### config.mk
export PLATFORM = sky130hd
export DESIGN_NAME = utf8_control_char_filter
export DESIGN_NICKNAME = d
export VERILOG_FILES = /design/src/design/ucf_pkg.sv /design/src/design/ucf_front.sv /design/src/design/ucf_queue.sv /design/src/design/ucf_back.sv /design/src/design/utf8_control_char_filter.sv
export SDC_FILE = /design/constraint.sdc
export NUM_CORES = 1
export LEC_CHECK = 0
export BUFFER_PORTS_ARGS = -buffer_cell sky130_fd_sc_hd__buf_2
export CORE_MARGIN = 2
export CORE_UTILIZATION = 60
export CTS_CLUSTER_DIAMETER = 150
export DETAILED_ROUTE_END_ITERATION = 6
export GPL_TIMING_DRIVEN = 1
export PLACE_DENSITY = 0.77
export SLEW_MARGIN = 20
export SYNTH_ARGS = -nofsm -noshare
export SYNTH_HDL_FRONTEND = slang
export SYNTH_SLANG_ARGS = --single-unit
### constraint.sdc
create_clock -name clock -period 10.62 [get_ports clock]
set_input_delay 0.531 -clock clock [delete_from_list [all_inputs] [get_ports clock]]
set_output_delay 0.531 -clock clock [all_outputs]
set_load 0.005 [all_outputs]
### src/design/ucf_pkg.sv
// ucf_pkg: shared types, byte codes and the code point screen for the
// utf-8 control character filter. No dependencies.

package ucf_pkg;

   // channel payloads
   typedef struct packed {
      logic [7:0] in_byte;
      logic       end_of_text;
   } req_type;

   typedef struct packed {
      logic [7:0] out_byte;
      logic       last_of_run;
   } rsp_type;

   // one classified input: up to four output bytes, last_idx is count minus one
   typedef struct packed {
      logic [3:0][7:0] bytes;
      logic [1:0]      last_idx;
   } job_type;

   // front to queue
   typedef struct packed {
      logic    push;
      job_type job;
   } push_type;

   // queue head to back end
   typedef struct packed {
      logic    avail;
      job_type job;
   } head_type;

   // ascii codes
   localparam logic [7:0] BYTE_TAB   = 8'h09;
   localparam logic [7:0] BYTE_LF    = 8'h0a;
   localparam logic [7:0] BYTE_CR    = 8'h0d;
   localparam logic [7:0] BYTE_SPACE = 8'h20;
   localparam logic [7:0] BYTE_DEL   = 8'h7f;

   // sequence lengths
   localparam logic [2:0] LEN_NONE = 3'd0;
   localparam logic [2:0] LEN_TWO  = 3'd2;
   localparam logic [2:0] LEN_THREE = 3'd3;
   localparam logic [2:0] LEN_FOUR = 3'd4;

   // forbidden code points
   localparam logic [20:0] CP_C0_END   = 21'h00001f;
   localparam logic [20:0] CP_DEL      = 21'h00007f;
   localparam logic [20:0] CP_C1_LO    = 21'h000080;
   localparam logic [20:0] CP_C1_HI    = 21'h00009f;
   localparam logic [20:0] CP_ALM      = 21'h00061c;
   localparam logic [20:0] CP_ZW_LO    = 21'h00200b;
   localparam logic [20:0] CP_ZW_HI    = 21'h00200f;
   localparam logic [20:0] CP_EMB_LO   = 21'h00202a;
   localparam logic [20:0] CP_EMB_HI   = 21'h00202e;
   localparam logic [20:0] CP_WJ_LO    = 21'h002060;
   localparam logic [20:0] CP_WJ_HI    = 21'h002064;
   localparam logic [20:0] CP_ISO_LO   = 21'h002066;
   localparam logic [20:0] CP_ISO_HI   = 21'h002069;
   localparam logic [20:0] CP_BOM      = 21'h00feff;

   function automatic logic cp_forbidden(input logic [20:0] cp);
      logic hit;
      hit = (cp <= CP_C0_END) || (cp == CP_DEL)
         || ((cp >= CP_C1_LO) && (cp <= CP_C1_HI))
         || (cp == CP_ALM)
         || ((cp >= CP_ZW_LO) && (cp <= CP_ZW_HI))
         || ((cp >= CP_EMB_LO) && (cp <= CP_EMB_HI))
         || ((cp >= CP_WJ_LO) && (cp <= CP_WJ_HI))
         || ((cp >= CP_ISO_LO) && (cp <= CP_ISO_HI))
         || (cp == CP_BOM);
      return hit;
   endfunction

endpackage

### src/design/ucf_front.sv
// ucf_front: accepts input words, tracks the pending multi-byte sequence
// and turns each word into a job of output bytes, if it yields any. Uses ucf_pkg.

module ucf_front
   import ucf_pkg::*;
(
   input  logic     clock,
   input  logic     reset,
   input  logic     csr_we,
   input  logic     csr_wdata,
   input  logic     req_valid,
   input  req_type  req_data,
   input  logic     queue_full,
   output logic     req_ready,
   output push_type push_out
);

   logic                  keep_ff;
   logic [2:0][7:0]       held_ff, held_in;
   logic [1:0]            held_count_ff, held_count_in;
   logic [2:0]            needed_ff, needed_in;
   logic [20:0]           accum_ff, accum_in;

   logic                  accept;
   logic                  fresh;
   logic [7:0]            b;
   job_type               job;
   logic                  emit;

   assign req_ready = !queue_full;
   assign accept    = req_valid && req_ready;
   assign b         = req_data.in_byte;

   always_comb begin
      held_in       = held_ff;
      held_count_in = held_count_ff;
      needed_in     = needed_ff;
      accum_in      = accum_ff;
      fresh         = 1'b1;
      emit          = 1'b0;
      job.bytes     = {4{b}};
      job.last_idx  = 2'd0;

      if (needed_ff != LEN_NONE) begin
         if (b[7:6] == 2'b10) begin
            fresh    = 1'b0;
            accum_in = {accum_ff[14:0], b[5:0]};
            if (({1'b0, held_count_ff} + 3'd1) >= needed_ff) begin
               if (!cp_forbidden(accum_in)) begin
                  emit = 1'b1;
                  // held bytes first, then this continuation byte
                  for (int i = 0; i < 3; i++) begin
                     if (2'(i) < held_count_ff) begin
                        job.bytes[i] = held_ff[i];
                     end
                  end
                  job.last_idx = held_count_ff;
               end
               held_count_in = 2'd0;
               needed_in     = LEN_NONE;
               accum_in      = '0;
            end else begin
               for (int i = 0; i < 3; i++) begin
                  if (held_count_ff == 2'(i)) begin
                     held_in[i] = b;
                  end
               end
               held_count_in = held_count_ff + 2'd1;
            end
         end else begin
            // broken sequence: drop pending bytes, reprocess this one
            held_count_in = 2'd0;
            needed_in     = LEN_NONE;
            accum_in      = '0;
         end
      end

      if (fresh) begin
         if (!b[7]) begin
            if (b == BYTE_LF) begin
               emit         = 1'b1;
               job.bytes[0] = keep_ff ? BYTE_LF : BYTE_SPACE;
            end else if (b == BYTE_CR) begin
               emit         = !keep_ff;
               job.bytes[0] = BYTE_SPACE;
            end else if (b == BYTE_TAB || (b >= BYTE_SPACE && b != BYTE_DEL)) begin
               emit = 1'b1;
            end
         end else if (b[7:5] == 3'b110) begin
            needed_in = LEN_TWO;
            accum_in  = {16'd0, b[4:0]};
         end else if (b[7:4] == 4'b1110) begin
            needed_in = LEN_THREE;
            accum_in  = {17'd0, b[3:0]};
         end else if (b[7:3] == 5'b11110) begin
            needed_in = LEN_FOUR;
            accum_in  = {18'd0, b[2:0]};
         end
         if (needed_in != LEN_NONE) begin
            held_in[0]    = b;
            held_count_in = 2'd1;
         end
      end

      // end of text discards a partial sequence
      if (req_data.end_of_text && needed_in != LEN_NONE) begin
         held_count_in = 2'd0;
         needed_in     = LEN_NONE;
         accum_in      = '0;
      end
   end

   assign push_out.push = accept && emit;
   assign push_out.job  = job;

   always_ff @(posedge clock) begin
      if (reset) begin
         keep_ff       <= 1'b0;
         held_count_ff <= 2'd0;
         needed_ff     <= LEN_NONE;
         accum_ff      <= '0;
      end else begin
         if (csr_we) begin
            keep_ff <= csr_wdata;
         end
         if (accept) begin
            held_count_ff <= held_count_in;
            needed_ff     <= needed_in;
            accum_ff      <= accum_in;
         end
      end
   end

   always_ff @(posedge clock) begin
      if (accept) begin
         held_ff <= held_in;
      end
   end

endmodule

### src/design/ucf_queue.sv
// ucf_queue: short job queue between front and back end.
// Uses ucf_pkg for the job and handshake structs.

module ucf_queue
   import ucf_pkg::*;
#(
   parameter int DEPTH = 4
) (
   input  logic     clock,
   input  logic     reset,
   input  push_type push_in,
   input  logic     pop,
   output logic     full,
   output head_type head
);

   localparam int PTR_W = (DEPTH > 1) ? $clog2(DEPTH) : 1;
   localparam int CNT_W = $clog2(DEPTH + 1);

   job_type            slots_ff [DEPTH];
   logic [PTR_W-1:0]   wr_ptr_ff, wr_ptr_in;
   logic [PTR_W-1:0]   rd_ptr_ff, rd_ptr_in;
   logic [CNT_W-1:0]   count_ff, count_in;
   logic               do_pop;

   assign full      = (count_ff == CNT_W'(DEPTH));
   assign head.avail = (count_ff != '0);
   assign head.job  = slots_ff[rd_ptr_ff];
   assign do_pop    = pop && head.avail;

   always_comb begin
      wr_ptr_in = wr_ptr_ff;
      rd_ptr_in = rd_ptr_ff;
      count_in  = count_ff;
      if (push_in.push) begin
         wr_ptr_in = (wr_ptr_ff == PTR_W'(DEPTH - 1)) ? '0 : wr_ptr_ff + 1'b1;
      end
      if (do_pop) begin
         rd_ptr_in = (rd_ptr_ff == PTR_W'(DEPTH - 1)) ? '0 : rd_ptr_ff + 1'b1;
      end
      if (push_in.push && !do_pop) begin
         count_in = count_ff + 1'b1;
      end else if (!push_in.push && do_pop) begin
         count_in = count_ff - 1'b1;
      end
   end

   always_ff @(posedge clock) begin
      if (reset) begin
         wr_ptr_ff <= '0;
         rd_ptr_ff <= '0;
         count_ff  <= '0;
      end else begin
         wr_ptr_ff <= wr_ptr_in;
         rd_ptr_ff <= rd_ptr_in;
         count_ff  <= count_in;
      end
   end

   always_ff @(posedge clock) begin
      if (push_in.push) begin
         slots_ff[wr_ptr_ff] <= push_in.job;
      end
   end

endmodule

### src/design/ucf_back.sv
// ucf_back: walks the job at the queue head one byte per word on the
// result channel. Uses ucf_pkg.

module ucf_back
   import ucf_pkg::*;
(
   input  logic     clock,
   input  logic     reset,
   input  head_type head,
   input  logic     rsp_ready,
   output logic     rsp_valid,
   output rsp_type  rsp_data,
   output logic     pop
);

   logic [1:0] idx_ff, idx_in;
   logic       last;
   logic       take;

   assign last      = (idx_ff == head.job.last_idx);
   assign rsp_valid = head.avail;
   assign take      = rsp_valid && rsp_ready;
   assign pop       = take && last;

   assign rsp_data.out_byte    = head.job.bytes[idx_ff];
   assign rsp_data.last_of_run = last;

   always_comb begin
      idx_in = idx_ff;
      if (take) begin
         idx_in = last ? 2'd0 : idx_ff + 2'd1;
      end
   end

   always_ff @(posedge clock) begin
      if (reset) begin
         idx_ff <= 2'd0;
      end else begin
         idx_ff <= idx_in;
      end
   end

endmodule

### src/design/utf8_control_char_filter.sv
// utf8_control_char_filter: top level, front classifier, job queue and
// byte serializer. Uses ucf_pkg, ucf_front, ucf_queue, ucf_back.
//
//   channel  ports                          carries
//   req      req_valid/req_ready/req_data   raw text byte, end_of_text mark
//   rsp      rsp_valid/rsp_ready/rsp_data   filtered byte, last_of_run mark
//   csr      csr_we/csr_wdata               newline keep mode, written at once
//
// one input word per cycle while the job queue has room; each word yields
// zero to four output bytes, and the serializer sends one byte per cycle while rsp_ready is high
// reset is synchronous and clears the pending sequence, queue and newline mode
// a result byte waits at the queue head while rsp_ready is low; the front keeps
// taking words until QUEUE_DEPTH jobs are waiting
// a job is registered in the queue before its bytes leave from the queue head

module utf8_control_char_filter
   import ucf_pkg::*;
#(
   parameter int QUEUE_DEPTH = 4
) (
   input  logic    clock,
   input  logic    reset,
   input  logic    csr_we,
   input  logic    csr_wdata,
   input  logic    req_valid,
   output logic    req_ready,
   input  req_type req_data,
   output logic    rsp_valid,
   input  logic    rsp_ready,
   output rsp_type rsp_data
);

   push_type push;
   head_type head;
   logic     full;
   logic     pop;

   ucf_front u_front (
      .clock     (clock),
      .reset     (reset),
      .csr_we    (csr_we),
      .csr_wdata (csr_wdata),
      .req_valid (req_valid),
      .req_data  (req_data),
      .queue_full(full),
      .req_ready (req_ready),
      .push_out  (push)
   );

   ucf_queue #(
      .DEPTH(QUEUE_DEPTH)
   ) u_queue (
      .clock  (clock),
      .reset  (reset),
      .push_in(push),
      .pop    (pop),
      .full   (full),
      .head   (head)
   );

   ucf_back u_back (
      .clock    (clock),
      .reset    (reset),
      .head     (head),
      .rsp_ready(rsp_ready),
      .rsp_valid(rsp_valid),
      .rsp_data (rsp_data),
      .pop      (pop)
   );

endmodule

==> results_dict.tcl <==
set metrics [dict create \
    status "finished, final reports clean" \
    vias_per_cell 6.420 \
    fin_area_um2 9320 \
    arrival_ps 4230 \
    clockBufferDepth 2 \
    postPlaceCellArea_um2 8666 \
    reg2reg_depth 14 \
    wl_mm 16.30 \
    synth.area.top_cells "edfxtp_1, mux4_2, dfxtp_1" \
    routabilityCongestion 0.8999 \
    yosysSeqAreaShare_pct 65.04 \
    cts_buffers 17 \
    yosys_warnings 0 \
    fin_setup_tns_ps 0 \
    synth_cells 528 \
    ys_ff_latch 192 \
    synth_area_um2 8372 \
    post-route-util_pct 67.67 \
    ys_types 68 \
    fin_skew_ps 5.398 \
    yosysMostFrequentCell "edfxtp_1" \
    holdPathStages 3 \
    fp.dieArea_um2 14910 \
    rsz0062_at_grt "no" \
    diodes 0 \
    synthFlopType "edfxtp_1" \
    maxCapViolCount 0 \
    r2r_start "u_front.held_count_ff[0]" \
    crit_path_end_kind "flop" \
    p_per_area_nw_per_um2 175.7 \
    wl_per_cell_um 21.82 \
    tightest_slew_ps 1125 \
    worstPathRequired_ps 10980 \
    slew_headroom_pct 24.29 \
    syn_to_final_growth_pct 11.33 \
    drc_errors 0 \
    grt_overflow 0 \
    leakage_nw 2.993 \
    die_h_um 122.1 \
    portBuffers 25 \
    layout.nets 584 \
    cts_tree "yes" \
    ir_drop_mv 0.1192 \
    layout-drive-gt1-share_pct 24.69 \
    yosysTopAreaCell "edfxtp_1" \
    grtUsageTotal_pct 23.72 \
    clkTransAtPathRegs_ps 70 \
    hold_buffers 0 \
    syn_nets 557 \
    rows 43 \
    r2r_end "u_queue.count_ff[2]" \
    fmax_mhz 258.3 \
    async_reset_ff_share_pct 0 \
    critPathLaunch "u_front.held_count_ff[0]" \
    core-area_um2 13770 \
    grt_pass1_wl_mm 25.95 \
    dpl_worst_slack_ps 6425 \
    antenna_found_initial 0 \
    syn_area_per_cell_um2 15.86 \
    hpwl_mm 9.906 \
    synth_top_area_share_pct 57.39 \
    drt_iter0_drc 573 \
    min_path_type "in -> reg" \
    ant_nets 0 \
    critPathKind "reg -> reg" \
    dr.pass1.iters 5 \
    postLayoutSetupSlackWorst_ps 6749 \
    synth_common_cells "edfxtp_1, mux4_2, dfxtp_1" \
    synth_edf_count 160 \
    post_cts.repair.setup_buffers 0 \
    finalCritPeriodShare_pct 36.45 \
    fin_crit_ps 3871 \
    initial_core_util_pct 60.78 \
    cp-start-kind "flop" \
    die_x_um 122.1 \
    vias 4796 \
    cts_resized 0 \
    root_buffer "clkbuf_16" \
    crit_end "u_queue.count_ff[2]" \
    reg2reg_slack_ps 6750 \
    h-tree-depth 4 \
    pin_count 26 \
    grt_pass1_vias 4754 \
    hold_violations 0 \
    slew_violations 0 \
    setup_viol 0 \
    cts.sinks 192 \
    cp_max_fo 7 \
    clk_latency_ps 430 \
    grt_max_degree 35 \
]
area by class of cell:
cell class,count,area [um^2]
fill,955,4453
timing repair buffer,33,250.2
inverter,26,97.59
clock buffer,20,436.7
clock inverter,11,116.4
tap,180,225.2
sequential,192,5446
multi-input combinational,285,2748
routing by layer:
layer / part of all wire (%) / global-route usage, %
met3: 5.4 / 4.588
met5: 0 / 0
met4: 3.0 / 9.339
met2: 49 / 38.20
met1: 43 / 32.38
worst max-delay path, cell delays in order (launching register included):
cell,delay (ps)
dfxtp_1,400
inv_1,120
ha_1,330
ha_1,280
a21o_1,210
a21oi_1,130
nor4_2,680
a21boi_4,250
inv_1,110
ha_1,200
inv_1,70
fa_1,370
xor2_1,160
or3_1,320
a21oi_1,150
state kept, by name, indices dropped and copies added (netlist names), named ones only:
signal                 cells
u_back.idx_ff              2
u_queue.slots_ff         136
u_queue.rd_ptr_ff          2
u_queue.wr_ptr_ff          2
u_front.accum_ff          15
u_front.keep_ff            1
u_front.held_count_ff      2
u_queue.count_ff           3
u_front.held_ff           24
u_front.needed_ff          3
cell families after synthesis:
logic type | share of synthesized area (%)
compound gates | 6.920
buf+inv | 2.570
fa+ha+maj | 2.182
mux | 14.20
xor+xnor | 0.5231
flops | 65.04
simple gates | 8.564
how the worst min path moves through the flow:
| stage | start | to | slack (ps) |
|---|---|---|---|
| 6_report | csr_wdata | u_front.keep_ff | 340 |
| 5_1_grt | csr_wdata | u_front.keep_ff | 350 |
| 4_1_cts | csr_wdata | u_front.keep_ff | 330 |
| 3_5_place_dp | u_front.accum_ff[11] | u_front.accum_ff[11] | 480 |
| 3_3_place_gp | u_queue.rd_ptr_ff[0] | flop | 470 |
| 2_1_floorplan | u_front.accum_ff[10] | u_front.accum_ff[10] | 450 |
cell usage in the layout, fill, tap and decap left out, drive strengths merged, types with 3 or more instances in the layout:
cell type	netlist	layout
a2111oi	3	3
a21boi	3	3
a21o	5	5
a21oi	16	16
a22o	5	5
a31oi	3	3
buf	10	33
clkbuf	15	20
clkinv	1	6
clkinvlp	0	3
dfxtp	32	32
edfxtp	160	160
ha	13	13
inv	25	26
mux2	18	18
mux2i	4	4
mux4	42	42
nand2	28	28
nand2b	5	5
nand3	8	8
nand4	8	8
nor2	19	19
nor2b	4	4
nor3	13	13
nor4	9	9
o21ai	9	9
o31ai	12	12
or2	5	5
or3	6	6
or4	5	5
or4b	3	3
xor2	4	4
stage by stage:
step           instances  hold slack (ps)   power, W
2_1_floorplan        528            449.3  0.0009958
3_3_place_gp         712            468.9   0.001042
3_5_place_dp         712            479.5   0.001048
4_1_cts              743            325.4   0.001643
5_1_grt              747            352.3   0.001691
6_report             747            337.9   0.001638
power by group:
group	internal (W)	leakage [nW]	switching, W
Sequential	0.000843	1.71	0.0000186
Combinational	0.0000827	1.02	0.0000917
Clock	0.000343	0.259	0.000259
Total	0.00127	2.99	0.000369
Note: power is estimated with default switching activity, not from simulation.
